--- src/rtl/core/pwms_pkg.sv ---
// package for the power weighted modular sum unit
// shared widths, defaults and the modular multiplier request and response types; no dependencies
package pwms_pkg;
    localparam int unsigned PRIME_BITS_DEF = 32;
    localparam int unsigned TABLE_BITS_DEF = 32;
    localparam int unsigned T_W            = 17;
    localparam int unsigned SUM_W          = 35;
    localparam int unsigned MOD_W          = 36;
    localparam int unsigned PRIME_W        = 32;

    typedef struct packed {
        logic             start;
        logic [MOD_W-1:0] a;
        logic [MOD_W-1:0] b;
        logic [MOD_W-1:0] m;
    } t_mm_req;

    typedef struct packed {
        logic             busy;
        logic             done;
        logic [MOD_W-1:0] r;
    } t_mm_rsp;
endpackage

--- src/rtl/core/pwms_mulmod.sv ---
// serial modular multiplier: one bit of b per cycle, shift-and-add mod m
// depends on pwms_pkg; inputs a and b must already be below m
module pwms_mulmod (
    input  logic             i_clk,
    input  logic             i_rst_n,
    input  pwms_pkg::t_mm_req i_req,
    output pwms_pkg::t_mm_rsp o_rsp
);
    import pwms_pkg::*;

    localparam int unsigned CNT_W = $clog2(MOD_W);

    logic [MOD_W-1:0] r_a, r_b, r_m, r_r, n_r;
    logic [CNT_W-1:0] r_cnt;
    logic             r_busy, r_done;
    logic [MOD_W:0]   w_dbl, w_dbl_red, w_add;

    always_comb begin
        w_dbl     = {r_r, 1'b0};
        w_dbl_red = (w_dbl >= {1'b0, r_m}) ? w_dbl - {1'b0, r_m} : w_dbl;
        w_add     = w_dbl_red + {1'b0, r_a};
        if (r_b[MOD_W-1]) begin
            n_r = (w_add >= {1'b0, r_m}) ? MOD_W'(w_add - {1'b0, r_m}) : MOD_W'(w_add);
        end else begin
            n_r = MOD_W'(w_dbl_red);
        end
    end

    always_ff @(posedge i_clk) begin
        if (!i_rst_n) begin
            r_busy <= 1'b0;
            r_done <= 1'b0;
            r_cnt  <= '0;
        end else begin
            r_done <= 1'b0;
            if (i_req.start && !r_busy) begin
                r_busy <= 1'b1;
                r_cnt  <= CNT_W'(MOD_W - 1);
            end else if (r_busy) begin
                if (r_cnt == '0) begin
                    r_busy <= 1'b0;
                    r_done <= 1'b1;
                end else begin
                    r_cnt <= r_cnt - 1'b1;
                end
            end
        end
    end

    always_ff @(posedge i_clk) begin
        if (i_req.start && !r_busy) begin
            r_a <= i_req.a;
            r_b <= i_req.b;
            r_m <= i_req.m;
            r_r <= '0;
        end else if (r_busy) begin
            r_r <= n_r;
            r_b <= {r_b[MOD_W-2:0], 1'b0};
        end
    end

    assign o_rsp.busy = r_busy;
    assign o_rsp.done = r_done;
    assign o_rsp.r    = r_r;

    a_done_after_busy: assert property (@(posedge i_clk) disable iff (!i_rst_n)
        r_done |-> !r_busy) else $error("done while busy");
    a_result_reduced: assert property (@(posedge i_clk) disable iff (!i_rst_n)
        r_done && (r_m != '0) |-> r_r < r_m) else $error("result not reduced");
    a_busy_holds_m: assert property (@(posedge i_clk) disable iff (!i_rst_n)
        r_busy && $past(r_busy) |-> $stable(r_m)) else $error("modulus changed");
endmodule

--- src/rtl/core/power_weighted_modular_sum_unit.sv ---
// power weighted modular sum unit: sum of (t^10 mod m)*h mod m, m = 6(p+1)
// depends on pwms_pkg and pwms_mulmod
//
//  channel | dir | handshake        | payload
//  in      | in  | i_valid/o_stall  | first_item prime t_first sum_in hval last_item
//  out     | out | o_valid/i_stall  | prime_out sum_out hit
//
// an item goes through these steps between one input transfer and the next: t is reduced mod m,
// five serial modular multiplies go through the one shared multiplier,
// then one accumulate step and one t step; while m is still zero only the t step follows
// a first item adds a restoring reduction of sum_in by m<<k before the reduction of t
// a last item adds a step that loads the result register, held while that register waits
// reset is synchronous active low and clears control and run state
// the input stalls while an item is worked or a result waits behind a stalled output
module power_weighted_modular_sum_unit #(
    parameter int unsigned PRIME_BITS = pwms_pkg::PRIME_BITS_DEF,
    parameter int unsigned TABLE_BITS = pwms_pkg::TABLE_BITS_DEF
) (
    input  logic                  i_clk,
    input  logic                  i_rst_n,
    input  logic                  i_valid,
    output logic                  o_stall,
    input  logic                  i_first_item,
    input  logic [PRIME_BITS-1:0] i_prime,
    input  logic [pwms_pkg::T_W-1:0]   i_t_first,
    input  logic [pwms_pkg::SUM_W-1:0] i_sum_in,
    input  logic [TABLE_BITS-1:0] i_hval,
    input  logic                  i_last_item,
    output logic                  o_valid,
    input  logic                  i_stall,
    output logic [pwms_pkg::PRIME_W-1:0] o_prime_out,
    output logic [pwms_pkg::SUM_W-1:0]   o_sum_out,
    output logic                  o_hit
);
    import pwms_pkg::*;

    typedef enum logic [7:0] {
        S_IDLE = 8'b0000_0001,
        S_RED  = 8'b0000_0010,
        S_TRED = 8'b0000_0100,
        S_MUL  = 8'b0000_1000,
        S_WAIT = 8'b0001_0000,
        S_ACC  = 8'b0010_0000,
        S_OUT  = 8'b0100_0000,
        S_HOLD = 8'b1000_0000
    } t_state;

    localparam int unsigned SH_W = $clog2(MOD_W);

    t_state            r_state;
    logic [PRIME_W-1:0] r_prime;
    logic [MOD_W-1:0]  r_mod, r_acc, r_t2, r_x, r_h, r_tm;
    logic [T_W-1:0]    r_t;
    logic [2:0]        r_step;
    logic [SH_W-1:0]   r_sh;
    logic              r_last;
    logic              r_ovalid;
    logic [PRIME_W-1:0] r_oprime;
    logic [SUM_W-1:0]  r_osum;
    t_mm_req           w_req;
    t_mm_rsp           w_rsp;
    logic              w_take;
    logic [MOD_W+MOD_W-1:0] w_msh;
    logic [MOD_W:0]    w_acc_add;

    assign w_take  = i_valid && !o_stall;
    assign o_stall = (r_state != S_IDLE) || (r_ovalid && i_stall);
    // shifted modulus for the restoring reduction steps
    assign w_msh   = {{MOD_W{1'b0}}, r_mod} << r_sh;
    assign w_acc_add = {1'b0, r_acc} + {1'b0, r_x};

    // multiplier operands per step: t*t, t2*t2, t4*t4, t8*t2, p10*h
    // h goes in as the bit-serial operand, so it needs no reduction
    always_comb begin
        w_req.start = (r_state == S_MUL);
        w_req.m     = r_mod;
        unique case (r_step)
            3'd0:    begin w_req.a = r_tm; w_req.b = r_tm; end
            3'd1:    begin w_req.a = r_x;  w_req.b = r_x;  end
            3'd2:    begin w_req.a = r_x;  w_req.b = r_x;  end
            3'd3:    begin w_req.a = r_x;  w_req.b = r_t2; end
            default: begin w_req.a = r_x;  w_req.b = r_h;  end
        endcase
    end

    pwms_mulmod u_mm (
        .i_clk   (i_clk),
        .i_rst_n (i_rst_n),
        .i_req   (w_req),
        .o_rsp   (w_rsp)
    );

    always_ff @(posedge i_clk) begin
        if (!i_rst_n) begin
            r_state  <= S_IDLE;
            r_prime  <= '0;
            r_mod    <= '0;
            r_acc    <= '0;
            r_t      <= '0;
            r_ovalid <= 1'b0;
            r_step   <= '0;
            r_sh     <= '0;
            r_last   <= 1'b0;
        end else begin
            // result transfer frees the output register unless a new result loads now
            if (r_ovalid && !i_stall && r_state != S_HOLD) begin
                r_ovalid <= 1'b0;
            end
            unique case (r_state)
                S_IDLE: begin
                    if (w_take) begin
                        r_h    <= MOD_W'(i_hval);
                        r_last <= i_last_item;
                        if (i_first_item) begin
                            r_prime <= PRIME_W'(i_prime);
                            r_mod   <= MOD_W'(({3'b0, i_prime} + 1'b1) * 3'd6);
                            r_t     <= i_t_first;
                            r_acc   <= MOD_W'(i_sum_in);
                            r_sh    <= SH_W'(MOD_W - 1);
                            r_state <= S_RED;
                        end else begin
                            r_tm    <= {{(MOD_W-T_W){1'b0}}, r_t};
                            r_sh    <= SH_W'(T_W - 1);
                            r_state <= S_TRED;
                        end
                    end
                end
                S_RED: begin
                    // restoring reduction of the carried sum, one shift a cycle
                    if (r_mod != '0 && w_msh[MOD_W+MOD_W-1:MOD_W] == '0
                        && {1'b0, r_acc} >= w_msh[MOD_W:0]) begin
                        r_acc <= r_acc - w_msh[MOD_W-1:0];
                    end
                    if (r_sh == '0) begin
                        r_tm    <= {{(MOD_W-T_W){1'b0}}, r_t};
                        r_sh    <= SH_W'(T_W - 1);
                        r_state <= S_TRED;
                    end else begin
                        r_sh <= r_sh - 1'b1;
                    end
                end
                S_TRED: begin
                    // no modulus yet: nothing accumulates, t still steps
                    if (r_mod == '0) begin
                        r_state <= S_OUT;
                    end else begin
                        // restoring reduction of t mod m, one shift a cycle
                        if (w_msh[MOD_W+MOD_W-1:MOD_W] == '0
                            && {1'b0, r_tm} >= w_msh[MOD_W:0]) begin
                            r_tm <= r_tm - w_msh[MOD_W-1:0];
                        end
                        if (r_sh == '0) begin
                            r_step  <= '0;
                            r_state <= S_MUL;
                        end else begin
                            r_sh <= r_sh - 1'b1;
                        end
                    end
                end
                S_MUL: begin
                    r_state <= S_WAIT;
                end
                S_WAIT: begin
                    if (w_rsp.done) begin
                        r_x <= w_rsp.r;
                        if (r_step == 3'd0) begin
                            r_t2 <= w_rsp.r;
                        end
                        if (r_step == 3'd4) begin
                            r_state <= S_ACC;
                        end else begin
                            r_step  <= r_step + 1'b1;
                            r_state <= S_MUL;
                        end
                    end
                end
                S_ACC: begin
                    r_acc   <= (w_acc_add >= {1'b0, r_mod}) ?
                               MOD_W'(w_acc_add - {1'b0, r_mod}) : MOD_W'(w_acc_add);
                    r_state <= S_OUT;
                end
                S_OUT: begin
                    r_t <= r_t + 1'b1;
                    if (r_last) begin
                        r_state <= S_HOLD;
                    end else begin
                        r_state <= S_IDLE;
                    end
                end
                S_HOLD: begin
                    // wait for the output register to free up
                    if (!r_ovalid || !i_stall) begin
                        r_ovalid <= 1'b1;
                        r_oprime <= r_prime;
                        r_osum   <= SUM_W'(r_acc);
                        r_state  <= S_IDLE;
                    end
                end
                default: r_state <= S_IDLE;
            endcase
        end
    end

    assign o_valid     = r_ovalid;
    assign o_prime_out = r_oprime;
    assign o_sum_out   = r_osum;
    assign o_hit       = (r_osum == '0);

    a_no_take_busy: assert property (@(posedge i_clk) disable iff (!i_rst_n)
        (r_state != S_IDLE) |-> o_stall) else $error("input taken while busy");
    a_acc_reduced: assert property (@(posedge i_clk) disable iff (!i_rst_n)
        (r_state == S_OUT) && (r_mod != '0) |-> r_acc < r_mod) else $error("sum not reduced");
    a_mul_idle: assert property (@(posedge i_clk) disable iff (!i_rst_n)
        (r_state == S_MUL) |-> !w_rsp.busy) else $error("multiplier busy on start");
endmodule

--- config.mk ---
export PLATFORM = sky130hd
export DESIGN_NAME = power_weighted_modular_sum_unit
export DESIGN_NICKNAME = d
export VERILOG_FILES = /design/src/rtl/core/pwms_pkg.sv /design/src/rtl/core/pwms_mulmod.sv /design/src/rtl/core/power_weighted_modular_sum_unit.sv
export SDC_FILE = /design/constraint.sdc
export NUM_CORES = 2
export LEC_CHECK = 0
export ABC_AREA = 1
export BUFFER_PORTS_ARGS = -buffer_cell sky130_fd_sc_hd__buf_2
export CORE_MARGIN = 2
export CORE_UTILIZATION = 55
export CTS_CLUSTER_SIZE = 8
export DETAILED_ROUTE_END_ITERATION = 16
export HOLD_SLACK_MARGIN = 0.12
export PLACE_DENSITY = 0.73
export REMOVE_ABC_BUFFERS = 1
export SYNTH_ARGS = -nofsm -noshare
export SYNTH_HDL_FRONTEND = slang
export SYNTH_SLANG_ARGS = --single-unit
--- constraint.sdc ---
create_clock -name i_clk -period 6.8 [get_ports i_clk]
set_clock_uncertainty 0.05 [all_clocks]
set_input_delay 1.02 -clock i_clk [delete_from_list [all_inputs] [get_ports i_clk]]
set_output_delay 1.02 -clock i_clk [all_outputs]
set_load 0.02 [all_outputs]
==> results by group <==
Synth
  – Asr flop ratio synth: 0%
  – Synth cell types: 60
  – Synth warnings: 0
  – Mapped cell area: approximately 0.041 sq mm
  – Synth Register Bits: 497
  – Post-synthesis sequential area ratio: a little under a third
  – Top_reg_cell synth: edfxtp_1
  – Mapped Cells: roughly 6000
  – Syn_area_per_cell: 6.877 sq um
  – EDFF count, synth: between 300 and 400

Placement
  – Inst Count DP: 7252
  – Final HPWL DP: 137700 um
  – Setup WS pre-CTS: -226.6 ps
  – GP Congestion: around 1.1
  – Port Buf Inserts: 191
  – Post-DP Area: about 0.045 sq mm

Timing
  – Setup_tns: 0 ps
  – Hold Vio Cnt, Final: 0
  – Max Clock Freq: ~0.15 GHz
  – Final WS setup: between 200 and 300 ps
  – Crit share post-route: 95.95%
  – Slew margin rel.: about a tenth
  – Final hold slack: 369.3 ps
  – Final slew viol count: 0
  – Minimum clock period: between 6000 and 7000 ps
  – Final setup fails: 0
  – Worst slew pin tran: 1338 ps

Clock tree
  – CTS Hold Bufs: 0
  – CTS Buffer Depth: 3
  – Clock transition at the registers of the reported paths: about 50 ps
  – CTS H-tree lvls: 3
  – Clock Latency Late Sink: around 670 ps
  – Clk Tree Root Cell: clkbuf_16
  – CTS tree: done
  – CTS Buf Count: 73
  – CTS sink count: a little under 500

Floorplan
  – Initial Util: between 50% and 60%
  – Die Ht: around 280 um
  – Die X: about 280 um
  – Die area: roughly 0.077 sq mm
  – Num rows: 100
  – Area of the core: 0.07432 sq mm
  – I/O pin cnt: around 190

Global routing
  – Vias in the first global route: 41220
  – First-pass GRT wire length: 251400 um
  – GR Util All Layers: 43.34%
  – Grt ovf: 0
  – Largest net degree at the start of global routing: 73
  – Initial antenna violation count: 12

Critical path
  – Crit-path max cell delay: between 400 and 500 ps
  – Crit end category: flop
  – Crit-path max FO: around 40
  – Cell mode on critical path: nand2_1
  – Highest-delay cell along the critical path: edfxtp_1
  – Setup crit start: u_mm.r_m[34]
  – Req. time, crit path: roughly 7300 ps
  – Startpoint Class: flop
  – Reg2Reg Setup Slack: between 200 and 300 ps
  – RR Endpoint: u_mm.r_r[15]
  – Worst r2r src: u_mm.r_m[34]
  – Critical path class: flop to flop
  – CP Data Arrival Time: about 7000 ps
  – R2R cell count: 35

Min path
  – Hold Path Sink: o_prime_out[8]
  – Hold path cells: 0
  – Class of the worst hold path: flop to flop
  – HP Start: r_prime[8]

Layout
  – Net count, final: 6789
  – Layout cells sized above 1: between 10% and 20%
  – Most common cell after layout, fill and taps aside: nand2_1
  – # fillers: around 6900
  – FF+latch area: between 0.01 and 0.015 sq mm
  – Layout Utilization: 63.65%
  – Final instance area: ~0.047 sq mm
  – Area of the multi-input gates: approximately 0.025 sq mm
  – Most frequent cells in the layout: nand2_1, inv_1, nor2_1
  – Layout Cells excl Fill: 7391
  – Area growth from synthesis to layout: 14.87%

Drt
  – Routed vias: around 44000
  – Via/cell ratio: around 6.0
  – Drt drc: 0
  – TritonRoute pass-1 iters: 8
  – Drt total wl: roughly 170000 um
  – Antenna viol nets, final: 0
  – DRT iter0 DRCs: around 5300
  – Post-DR wirelength/cell: 23.25 um

Outcome
  – Outcome: complete, no violations

Power and ir drop
  – Total power: 24.58 mW
  – Worst vdd ir: between 300 and 400 uV
  – Leak Pwr: ~23 nW
  – Pwr/cell area: between 500 and 600 mW/mm^2

Run
  – Max-cap violations: 0
[final cells by class]
cell class / count / area share, %
multi-input cells: 4561 / 52.42
flip-flops and latches: 497 / 27.68
inverters: 763 / 6.054
well taps: 969 / 2.563
clock inverters: 8 / 0.4153
repair buffers: 471 / 6.610
diodes: 12 / 0.06348
clock buffers: 110 / 4.198
[layer usage]
layer | routed length (um) | vias to the layer above | share of wire, % | GRT usage [%]
met2 | 73910 | 2586 | 43 | 66.71
met5 | 58 | - | 0.034 | 0
li1 | - | 20810 | - | -
met3 | 18950 | 549 | 11 | 8.700
met4 | 13300 | 8 | 7.7 | 28.32
met1 | 65660 | 20460 | 38 | 55.44
[cell usage after synthesis, drive strengths merged (23+ instances only)]
| library cell | instances | area (sq um) |
|---|---|---|
| edfxtp | 314 | 9429 |
| nand2 | 1578 | 5948 |
| o2111ai | 33 | 289.0 |
| xnor2 | 76 | 665.6 |
| clkbuf | 90 | 337.8 |
| a31oi | 55 | 344.1 |
| xor2 | 151 | 1323 |
| nand3 | 469 | 2387 |
| o211ai | 24 | 180.2 |
| a21o | 50 | 375.4 |
| buf | 77 | 431.7 |
| nand3b | 23 | 172.7 |
| o21bai | 40 | 300.3 |
| o21a | 24 | 180.2 |
| inv | 760 | 2853 |
| ha | 294 | 3679 |
| nand4 | 88 | 550.5 |
| nor2 | 608 | 2332 |
| or2 | 23 | 143.9 |
| nor4 | 43 | 296.5 |
| a21oi | 421 | 2122 |
| nor3 | 69 | 345.3 |
| dfxtp | 183 | 3664 |
| o21ai | 396 | 1982 |
[flip-flops by register name, indices dropped and copies added (netlist names)]
signal / cells
r_step: 3
r_tm: 36
r_t2: 36
o_valid: 1
u_mm.r_m: 35
r_acc: 36
u_mm.r_cnt: 6
u_mm.r_busy: 1
o_prime_out: 32
u_mm.r_r: 36
r_h: 32
u_mm.r_b: 36
r_mod: 35
r_sh: 6
u_mm.r_done: 1
r_t: 17
r_x: 36
r_prime: 32
r_last: 1
o_sum_out: 35
r_state: 8
u_mm.r_a: 36
[how the worst max path moves through the flow]
stage                   end  slack, ps  cells after the start
2_1_floorplan  u_mm.r_r[20]      -1050                     40
3_3_place_gp   u_mm.r_r[14]       -260                     39
3_5_place_dp    u_mm.r_r[1]       -230                     39
4_1_cts         u_mm.r_r[3]         30                     44
5_1_grt         u_mm.r_r[3]        -60                     45
6_report       u_mm.r_r[15]        280                     35
[worst max-delay path, delay by kind of cell, from the launching register on]
| family | cells | cell delay [ps] |
|---|---|---|
| flops | 1 | 430 |
| xor+xnor | 1 | 260 |
| mux | 1 | 380 |
| fa+ha+maj | 3 | 1110 |
| simple gates | 17 | 2090 |
| compound gates | 5 | 770 |
| buf+inv | 8 | 1290 |
[cell families (layout without fill, tap and decap cells)]
logic type / after synthesis / count (layout) / share of synthesized area (%)
muxes: 8 / 8 / 0.2188
other: 0 / 12 / 0
and+or+nand+nor: 2919 / 2919 / 29.85
xor gates and xnor gates: 227 / 227 / 4.828
buffers and inverters: 930 / 1352 / 8.823
DFF: 497 / 497 / 31.79
AOI/OAI and AO/OA: 1107 / 1107 / 15.27
adders and majority gates: 300 / 300 / 9.224
[power by group]
| part | total [mW] | internal [mW] | switching, mW |
|---|---|---|---|
| sequential | 4.15 | 3.69 | 0.461 |
| clock | 3.55 | 2.03 | 1.52 |
| combinational | 16.9 | 5.42 | 11.5 |
| total | 24.6 | 11.1 | 13.4 |
[repair_timing]
action | CTS | global route
gates resized for setup | 8 | 72
setup buffers | 0 | 8
endpoints found under the setup margin | 35 | 35
gates cloned | 0 | 1
pin swaps | 0 | 7
Note: power is estimated with default switching activity, not from simulation.
